**src/glyph_text_renderer_defines.svh**
```systemverilog
// glyph_text_renderer_defines.svh: assertion macros for the glyph text renderer RTL.
// Needs a clk and an active-low arst_n in the scope of each use.
`ifndef GLYPH_TEXT_RENDERER_DEFINES_SVH
`define GLYPH_TEXT_RENDERER_DEFINES_SVH
`ifndef SYNTHESIS
// Property must hold at every clock edge outside reset
`define GTR_ASSERT(lbl, prop, msg) \
	lbl: assert property (@(posedge clk) disable iff (!arst_n) (prop)) else $error(msg);
// Condition must never be true outside reset
`define GTR_ASSERT_NEVER(lbl, cond, msg) \
	lbl: assert property (@(posedge clk) disable iff (!arst_n) !(cond)) else $error(msg);
`else
`define GTR_ASSERT(lbl, prop, msg)
`define GTR_ASSERT_NEVER(lbl, cond, msg)
`endif
`endif

```
**src/gtr_pkg.sv**
```systemverilog
// gtr_pkg.sv: geometry constants, types, mode codes, queue command and the 5x7 font
// for the glyph text renderer. No dependencies.
`timescale 1ns / 1ps

package gtr_pkg;

	// Frame store geometry
	localparam int COLUMNS = 128;
	localparam int PAGES   = 8;
	localparam int DEPTH   = COLUMNS * PAGES;
	localparam int ADDR_W  = $clog2(DEPTH);
	localparam int COL_W   = $clog2(COLUMNS);
	localparam int CUR_W   = $clog2(COLUMNS + 1);
	localparam int PAGE_W  = (PAGES > 1) ? $clog2(PAGES) : 1;

	// Compare widths wide enough for the input fields plus small offsets
	localparam int CMP_W     = $clog2(COLUMNS) + 4;
	localparam int ROW_CMP_W = $clog2(8 * PAGES) + 4;
	localparam int PG_CMP_W  = $clog2(PAGES) + 4;

	// Glyph geometry
	localparam int GLYPH_COLS = 5;
	localparam int CELL_ADV   = 6;
	localparam int GLYPH_W    = 8 * GLYPH_COLS;

	// Command queue
	localparam int FIFO_DEPTH = 4;
	localparam int PTR_W      = $clog2(FIFO_DEPTH);
	localparam int CNT_W      = PTR_W + 1;

	typedef logic [ADDR_W-1:0]    addr_t;
	typedef logic [COL_W-1:0]     col_t;
	typedef logic [CUR_W-1:0]     cur_t;
	typedef logic [PAGE_W-1:0]    page_t;
	typedef logic [CMP_W-1:0]     cmp_t;
	typedef logic [ROW_CMP_W-1:0] row_cmp_t;
	typedef logic [PG_CMP_W-1:0]  pg_cmp_t;
	typedef logic [GLYPH_W-1:0]   glyph_t;
	typedef logic [6:0]           glyph_idx_t;
	typedef logic [2:0]           kidx_t;
	typedef logic [PTR_W-1:0]     ptr_t;
	typedef logic [CNT_W-1:0]     cnt_t;
	typedef logic [2:0]           mode_code_t;

	// Character codes
	localparam logic [7:0] FIRST_CODE = 8'd32;
	localparam logic [7:0] LAST_CODE  = 8'd128;
	localparam logic [7:0] NEWLINE    = 8'd10;

	// Request modes
	localparam mode_code_t MODE_PUT      = 3'd0;
	localparam mode_code_t MODE_SET_COL  = 3'd1;
	localparam mode_code_t MODE_SET_PAGE = 3'd2;
	localparam mode_code_t MODE_PLACE    = 3'd3;
	localparam mode_code_t MODE_READ     = 3'd4;

	// Work handed from the front end to the back end
	typedef enum logic [1:0] {
		OP_NONE  = 2'd0,
		OP_ERASE = 2'd1,
		OP_DRAW  = 2'd2,
		OP_READ  = 2'd3
	} op_t;

	typedef struct packed {
		op_t        op;
		logic       status;
		logic [7:0] echo;
		page_t      page;
		cur_t       col;
		glyph_t     glyph;
		logic [2:0] shift;
		logic       split;
	} cmd_t;

	typedef struct packed {
		logic full;
		logic empty;
	} fifo_stat_t;

	// 5x7 font, codes 32 to 128; column 0 in the top byte, bit 0 is the top pixel
	function automatic glyph_t font_glyph(input glyph_idx_t idx);
		glyph_t g;
		case (idx)
			7'd0:  g = 40'h00_00_00_00_00;
			7'd1:  g = 40'h00_00_5F_00_00;
			7'd2:  g = 40'h00_07_00_07_00;
			7'd3:  g = 40'h14_7F_14_7F_14;
			7'd4:  g = 40'h24_2A_7F_2A_12;
			7'd5:  g = 40'h23_13_08_64_62;
			7'd6:  g = 40'h36_49_55_22_50;
			7'd7:  g = 40'h00_05_03_00_00;
			7'd8:  g = 40'h00_1C_22_41_00;
			7'd9:  g = 40'h00_41_22_1C_00;
			7'd10: g = 40'h08_2A_1C_2A_08;
			7'd11: g = 40'h08_08_3E_08_08;
			7'd12: g = 40'h00_50_30_00_00;
			7'd13: g = 40'h08_08_08_08_08;
			7'd14: g = 40'h00_60_60_00_00;
			7'd15: g = 40'h20_10_08_04_02;
			7'd16: g = 40'h3E_51_49_45_3E;
			7'd17: g = 40'h00_42_7F_40_00;
			7'd18: g = 40'h42_61_51_49_46;
			7'd19: g = 40'h21_41_45_4B_31;
			7'd20: g = 40'h18_14_12_7F_10;
			7'd21: g = 40'h27_45_45_45_39;
			7'd22: g = 40'h3C_4A_49_49_30;
			7'd23: g = 40'h01_71_09_05_03;
			7'd24: g = 40'h36_49_49_49_36;
			7'd25: g = 40'h06_49_49_29_1E;
			7'd26: g = 40'h00_36_36_00_00;
			7'd27: g = 40'h00_56_36_00_00;
			7'd28: g = 40'h00_08_14_22_41;
			7'd29: g = 40'h14_14_14_14_14;
			7'd30: g = 40'h41_22_14_08_00;
			7'd31: g = 40'h02_01_51_09_06;
			7'd32: g = 40'h32_49_79_41_3E;
			7'd33: g = 40'h7E_11_11_11_7E;
			7'd34: g = 40'h7F_49_49_49_36;
			7'd35: g = 40'h3E_41_41_41_22;
			7'd36: g = 40'h7F_41_41_22_1C;
			7'd37: g = 40'h7F_49_49_49_41;
			7'd38: g = 40'h7F_09_09_01_01;
			7'd39: g = 40'h3E_41_41_51_32;
			7'd40: g = 40'h7F_08_08_08_7F;
			7'd41: g = 40'h00_41_7F_41_00;
			7'd42: g = 40'h20_40_41_3F_01;
			7'd43: g = 40'h7F_08_14_22_41;
			7'd44: g = 40'h7F_40_40_40_40;
			7'd45: g = 40'h7F_02_04_02_7F;
			7'd46: g = 40'h7F_04_08_10_7F;
			7'd47: g = 40'h3E_41_41_41_3E;
			7'd48: g = 40'h7F_09_09_09_06;
			7'd49: g = 40'h3E_41_51_21_5E;
			7'd50: g = 40'h7F_09_19_29_46;
			7'd51: g = 40'h46_49_49_49_31;
			7'd52: g = 40'h01_01_7F_01_01;
			7'd53: g = 40'h3F_40_40_40_3F;
			7'd54: g = 40'h1F_20_40_20_1F;
			7'd55: g = 40'h7F_20_18_20_7F;
			7'd56: g = 40'h63_14_08_14_63;
			7'd57: g = 40'h03_04_78_04_03;
			7'd58: g = 40'h61_51_49_45_43;
			7'd59: g = 40'h00_00_7F_41_41;
			7'd60: g = 40'h02_04_08_10_20;
			7'd61: g = 40'h41_41_7F_00_00;
			7'd62: g = 40'h04_02_01_02_04;
			7'd63: g = 40'h40_40_40_40_40;
			7'd64: g = 40'h00_01_02_04_00;
			7'd65: g = 40'h20_54_54_54_78;
			7'd66: g = 40'h7F_48_44_44_38;
			7'd67: g = 40'h38_44_44_44_20;
			7'd68: g = 40'h38_44_44_48_7F;
			7'd69: g = 40'h38_54_54_54_18;
			7'd70: g = 40'h08_7E_09_01_02;
			7'd71: g = 40'h08_14_54_54_3C;
			7'd72: g = 40'h7F_08_04_04_78;
			7'd73: g = 40'h00_44_7D_40_00;
			7'd74: g = 40'h20_40_44_3D_00;
			7'd75: g = 40'h00_7F_10_28_44;
			7'd76: g = 40'h00_41_7F_40_00;
			7'd77: g = 40'h7C_04_18_04_78;
			7'd78: g = 40'h7C_08_04_04_78;
			7'd79: g = 40'h38_44_44_44_38;
			7'd80: g = 40'h7C_14_14_14_08;
			7'd81: g = 40'h08_14_14_18_7C;
			7'd82: g = 40'h7C_08_04_04_08;
			7'd83: g = 40'h48_54_54_54_20;
			7'd84: g = 40'h04_3F_44_40_20;
			7'd85: g = 40'h3C_40_40_20_7C;
			7'd86: g = 40'h1C_20_40_20_1C;
			7'd87: g = 40'h3C_40_30_40_3C;
			7'd88: g = 40'h44_28_10_28_44;
			7'd89: g = 40'h0C_50_50_50_3C;
			7'd90: g = 40'h44_64_54_4C_44;
			7'd91: g = 40'h00_08_36_41_00;
			7'd92: g = 40'h00_00_7F_00_00;
			7'd93: g = 40'h00_41_36_08_00;
			7'd94: g = 40'h08_08_2A_1C_08;
			7'd95: g = 40'h08_1C_2A_08_08;
			7'd96: g = 40'h06_1E_1C_1E_06;
			default: g = '0;
		endcase
		return g;
	endfunction

endpackage

```
**src/gtr_cmd_fifo.sv**
```systemverilog
// gtr_cmd_fifo.sv: short first-word-fall-through command queue between front and back.
// Uses gtr_pkg and the assertion macros.
`timescale 1ns / 1ps
`include "glyph_text_renderer_defines.svh"

module gtr_cmd_fifo (
	input  logic                clk,
	input  logic                arst_n,
	input  logic                push,
	input  gtr_pkg::cmd_t       push_cmd,
	input  logic                pop,
	output gtr_pkg::cmd_t       pop_cmd,
	output gtr_pkg::fifo_stat_t stat
);

	gtr_pkg::cmd_t  slots_q [gtr_pkg::FIFO_DEPTH];
	gtr_pkg::ptr_t  wr_ptr_q;
	gtr_pkg::ptr_t  rd_ptr_q;
	gtr_pkg::cnt_t  count_q;

	assign stat.full  = (count_q == gtr_pkg::cnt_t'(gtr_pkg::FIFO_DEPTH));
	assign stat.empty = (count_q == '0);
	assign pop_cmd    = slots_q[rd_ptr_q];

	// Storage slots
	always_ff @(posedge clk) begin
		if (push)
			slots_q[wr_ptr_q] <= push_cmd;
	end

	// Pointers and fill level
	always_ff @(posedge clk or negedge arst_n) begin
		if (!arst_n) begin
			wr_ptr_q <= '0;
			rd_ptr_q <= '0;
			count_q  <= '0;
		end else begin
			if (push)
				wr_ptr_q <= wr_ptr_q + gtr_pkg::ptr_t'(1);
			if (pop)
				rd_ptr_q <= rd_ptr_q + gtr_pkg::ptr_t'(1);
			case ({push, pop})
				2'b10:   count_q <= count_q + gtr_pkg::cnt_t'(1);
				2'b01:   count_q <= count_q - gtr_pkg::cnt_t'(1);
				default: ;
			endcase
		end
	end

	`GTR_ASSERT_NEVER(a_push_when_full, push && stat.full, "command pushed into a full queue")
	`GTR_ASSERT_NEVER(a_pop_when_empty, pop && stat.empty, "command popped from an empty queue")

endmodule

```
**config.mk**
```make
export PLATFORM = sky130hd
export DESIGN_NAME = gtr_cmd_fifo
export DESIGN_NICKNAME = d
export VERILOG_FILES = /design/src/gtr_pkg.sv /design/src/gtr_cmd_fifo.sv
export VERILOG_INCLUDE_DIRS = /design/src /design/src/src
export SDC_FILE = /design/constraint.sdc
export NUM_CORES = 1
export LEC_CHECK = 0
export BUFFER_PORTS_ARGS = -buffer_cell sky130_fd_sc_hd__buf_2
export CORE_MARGIN = 4
export CORE_UTILIZATION = 35
export DETAILED_ROUTE_END_ITERATION = 8
export GPL_TIMING_DRIVEN = 0
export PLACE_DENSITY = 0.57
export SYNTH_ARGS = -nofsm -noshare
export SYNTH_HDL_FRONTEND = slang
export SYNTH_SLANG_ARGS = --single-unit
```
**constraint.sdc**
```tcl
create_clock -name clk -period 3.1 [get_ports clk]
set_input_delay 0.93 -clock clk [delete_from_list [all_inputs] [get_ports clk]]
set_output_delay 0.93 -clock clk [all_outputs]
set_load 0.03 [all_outputs]
```
==> metrics.csv <==
stage;metric;value;unit
floorplan;core;0.0279;mm2
power;p_total;12.4;mW
place;gp_congestion;0.696;
drt;wl_per_cell;19.5;um
sta;fin_crit_sh;95.5;%
floorplan;ioPinCount;138;
sta;finalCriticalPeriod;2960;ps
synth;synthXorXnorAreaFrac;0.529;%
synth;synth_area;0.00994;mm2
synth;ys_warn_count;0;
hold_path;hold_class;in2async;
drt;vias;4449;
global_routing;grt_usage;11.9;%
sta;rsz0062_at_grt;no;
place;port_buffers;137;
synth;synth-compound-area-share;0.101;%
clocking;cts_root_buf;clkbuf_16;
finish;final_common_cell;edfxtp_1;
finish;regArea;0.00810;mm2
floorplan;fp.dieW;177;um
synth;synth-simple-area-share;0.516;%
sta;setup_viol;0;
finish;fill_cells;2456;
sta;final_max_slew_viol_count;0;
finish;drive_above_1_share;47.1;%
sta;whs;226;ps
global_routing;grt_max_degree;38;
sta;hold_viol_final;0;
synth;syn_avg_cell_area;26.0;um2
global_routing;grt_pass1_vias;4944;
floorplan;fp-row-count;61;
setup_path;start_kind;flip-flop;
job;maxCapViolCount;0;
synth;yosysSeqAreaShare;81.5;%
finish;area_delta_synth_final;22.1;%
power;vdd_drop_max;0.651;mV
setup_path;crit_required;2170;ps
drt;drc;0;
floorplan;dieArea;0.0312;mm2
synth;synth_top_family_by_area;multiplexers;
clocking;htreeDepth;1;
finish;n_antenna_cell;0;
synth;synth_mux_area_share;15.0;%
synth;synth_seq_cells;271;
global_routing;grt_pass1_wl;28600;um
finish;fin_util;43.4;%
setup_path;worstSetupPathType;reg2out;
sta;worstMarginPinSlew;573;ps
run_status;status;finished clean;
floorplan;start_util;35.6;%
clocking;cts_tree;yes;
drt;drt-total-wl;18700;um
clocking;cts_sinks;271;
synth;synth_top_area_cell;edfxtp_1;
drt;dr.pass1.iters;4;
place;dp.cells;901;
global_routing;gr-total-overflow;0;
sta;max_freq;338;MHz
place;dp_hpwl;11600;um
finish;instances_no_fill;955;
finish;finalNetCount;633;
drt;ant_nets;0;
synth;synth_cells;382;
synth;synth_top_area_share;79.7;%
sta;skew;16.2;ps
power;power_density;1020;mW/mm2
setup_path;critPathCaptureType;primary output;
setup_path;critPathMaxFanout;10;
clocking;clock_latency;530;ps
drt;vias_per_cell;4.66;
synth;syn_nets;458;
clocking;cts_made_buffers;27;
clocking;clk_pin_slew;60;ps
finish;multiInputGateArea;0.00169;mm2
power;power.leakage;4.19;nW
synth;synth_cell_types;19;
drt;first_iter_violations;216;
finish;final_cell_mix;edfxtp_1 (264), buf_2 (140), mux4_2 (66);
synth;synthAdderAreaFrac;0.831;%
floorplan;die_y;177;um
synth;ys_top_cells_by_area;edfxtp_1 (80%), mux4_2 (15%), dfrtp_1 (1.8%);
global_routing;antenna_found_initial;1;
clocking;cts_buffer_depth;3;
sta;slew_headroom;61.8;%
setup_path;arrival;2030;ps
## report_power, final
group	leakage [nW]	switching, mW	internal, mW	total [mW]
Clock	0.433	1.27	1.87	3.14
Sequential	2.51	0.158	4.79	4.95
Combinational	1.25	2.69	1.65	4.35
## synth_stat cells (all sizes together)
| cell | instances |
|---|---|
| and2 | 4 |
| and3 | 1 |
| buf | 15 |
| dfrtp | 7 |
| edfxtp | 264 |
| fa | 1 |
| ha | 5 |
| inv | 6 |
| mux4 | 66 |
| nand2 | 3 |
| nor2 | 1 |
| nor3 | 1 |
| o21ai | 2 |
| xnor2 | 2 |
| xor2 | 4 |
## repair_timing
action / in CTS / in global routing
hold endpoints to repair: 0 / 0
setup endpoints to repair: 44 / 22
gates resized for setup: 5 / 2
hold buffers: 0 / 0
setup buffers: 0 / 5
## worst paths after layout
| check | from | depth (start not counted) | slack, ps | to |
|---|---|---|---|---|
| max | rd_ptr_q[0] | 4 | 140 | pop_cmd[21] |
| min in group clk | count_q[2] | 1 | 500 | count_q[2] |
| min reg2reg | count_q[2] | 1 | 500 | count_q[2] |
| max reg2reg | wr_ptr_q[1] | 4 | 1210 | slots_q[1][32] |
| min | arst_n | 1 | 230 | wr_ptr_q[1] |
| max in group asynchronous | arst_n | 1 | 2710 | count_q[0] |
## flip-flops by register name, summed over array words and instances (netlist names)
register,count
slots_q,264
count_q,3
rd_ptr_q,2
wr_ptr_q,2
## through the flow
stage	TNS (ps)	worst slack, ps	instance area [um2]
global placement	-324870	-1250	11100
finish	0	139	12100
global route	0	22.5	12100
detailed placement	0	427	11200
CTS	0	7.28	12100
floorplan	0	188	9940
## per-layer routing
layer / track usage, % / routed length (um) / up-vias
met2: 20.4 / 9490 / 116
li1: - / - / 1976
met4: 2.87 / 423 / 2
met3: 3.04 / 1110 / 30
met5: 0 / 7 / -
met1: 15.2 / 7630 / 2325
## logic make-up (layout without fill, tap and decap cells)
kind of cell | count (synthesis) | after routing
buf+inv | 21 | 216
mux | 66 | 66
xor+xnor | 6 | 6
compound gates | 2 | 2
fa+ha+maj | 6 | 6
flops | 271 | 271
simple gates | 10 | 10
## critical path: stages, from the launching register on
cell and delay, ps:
dfrtp_1 350, buf_6 140, buf_4 250, mux4_2 550, buf_2 200
## cell type report
class / count / area share (%)
sequential: 271 / 66.8
multi-input combinational: 90 / 14.0
timing repair buffer: 146 / 6.87
clock buffer: 33 / 5.84
tap: 378 / 3.90
clock inverter: 16 / 1.28
buffer: 15 / 1.21
inverter: 6 / 0.186
(Power assumes the default switching activity.)
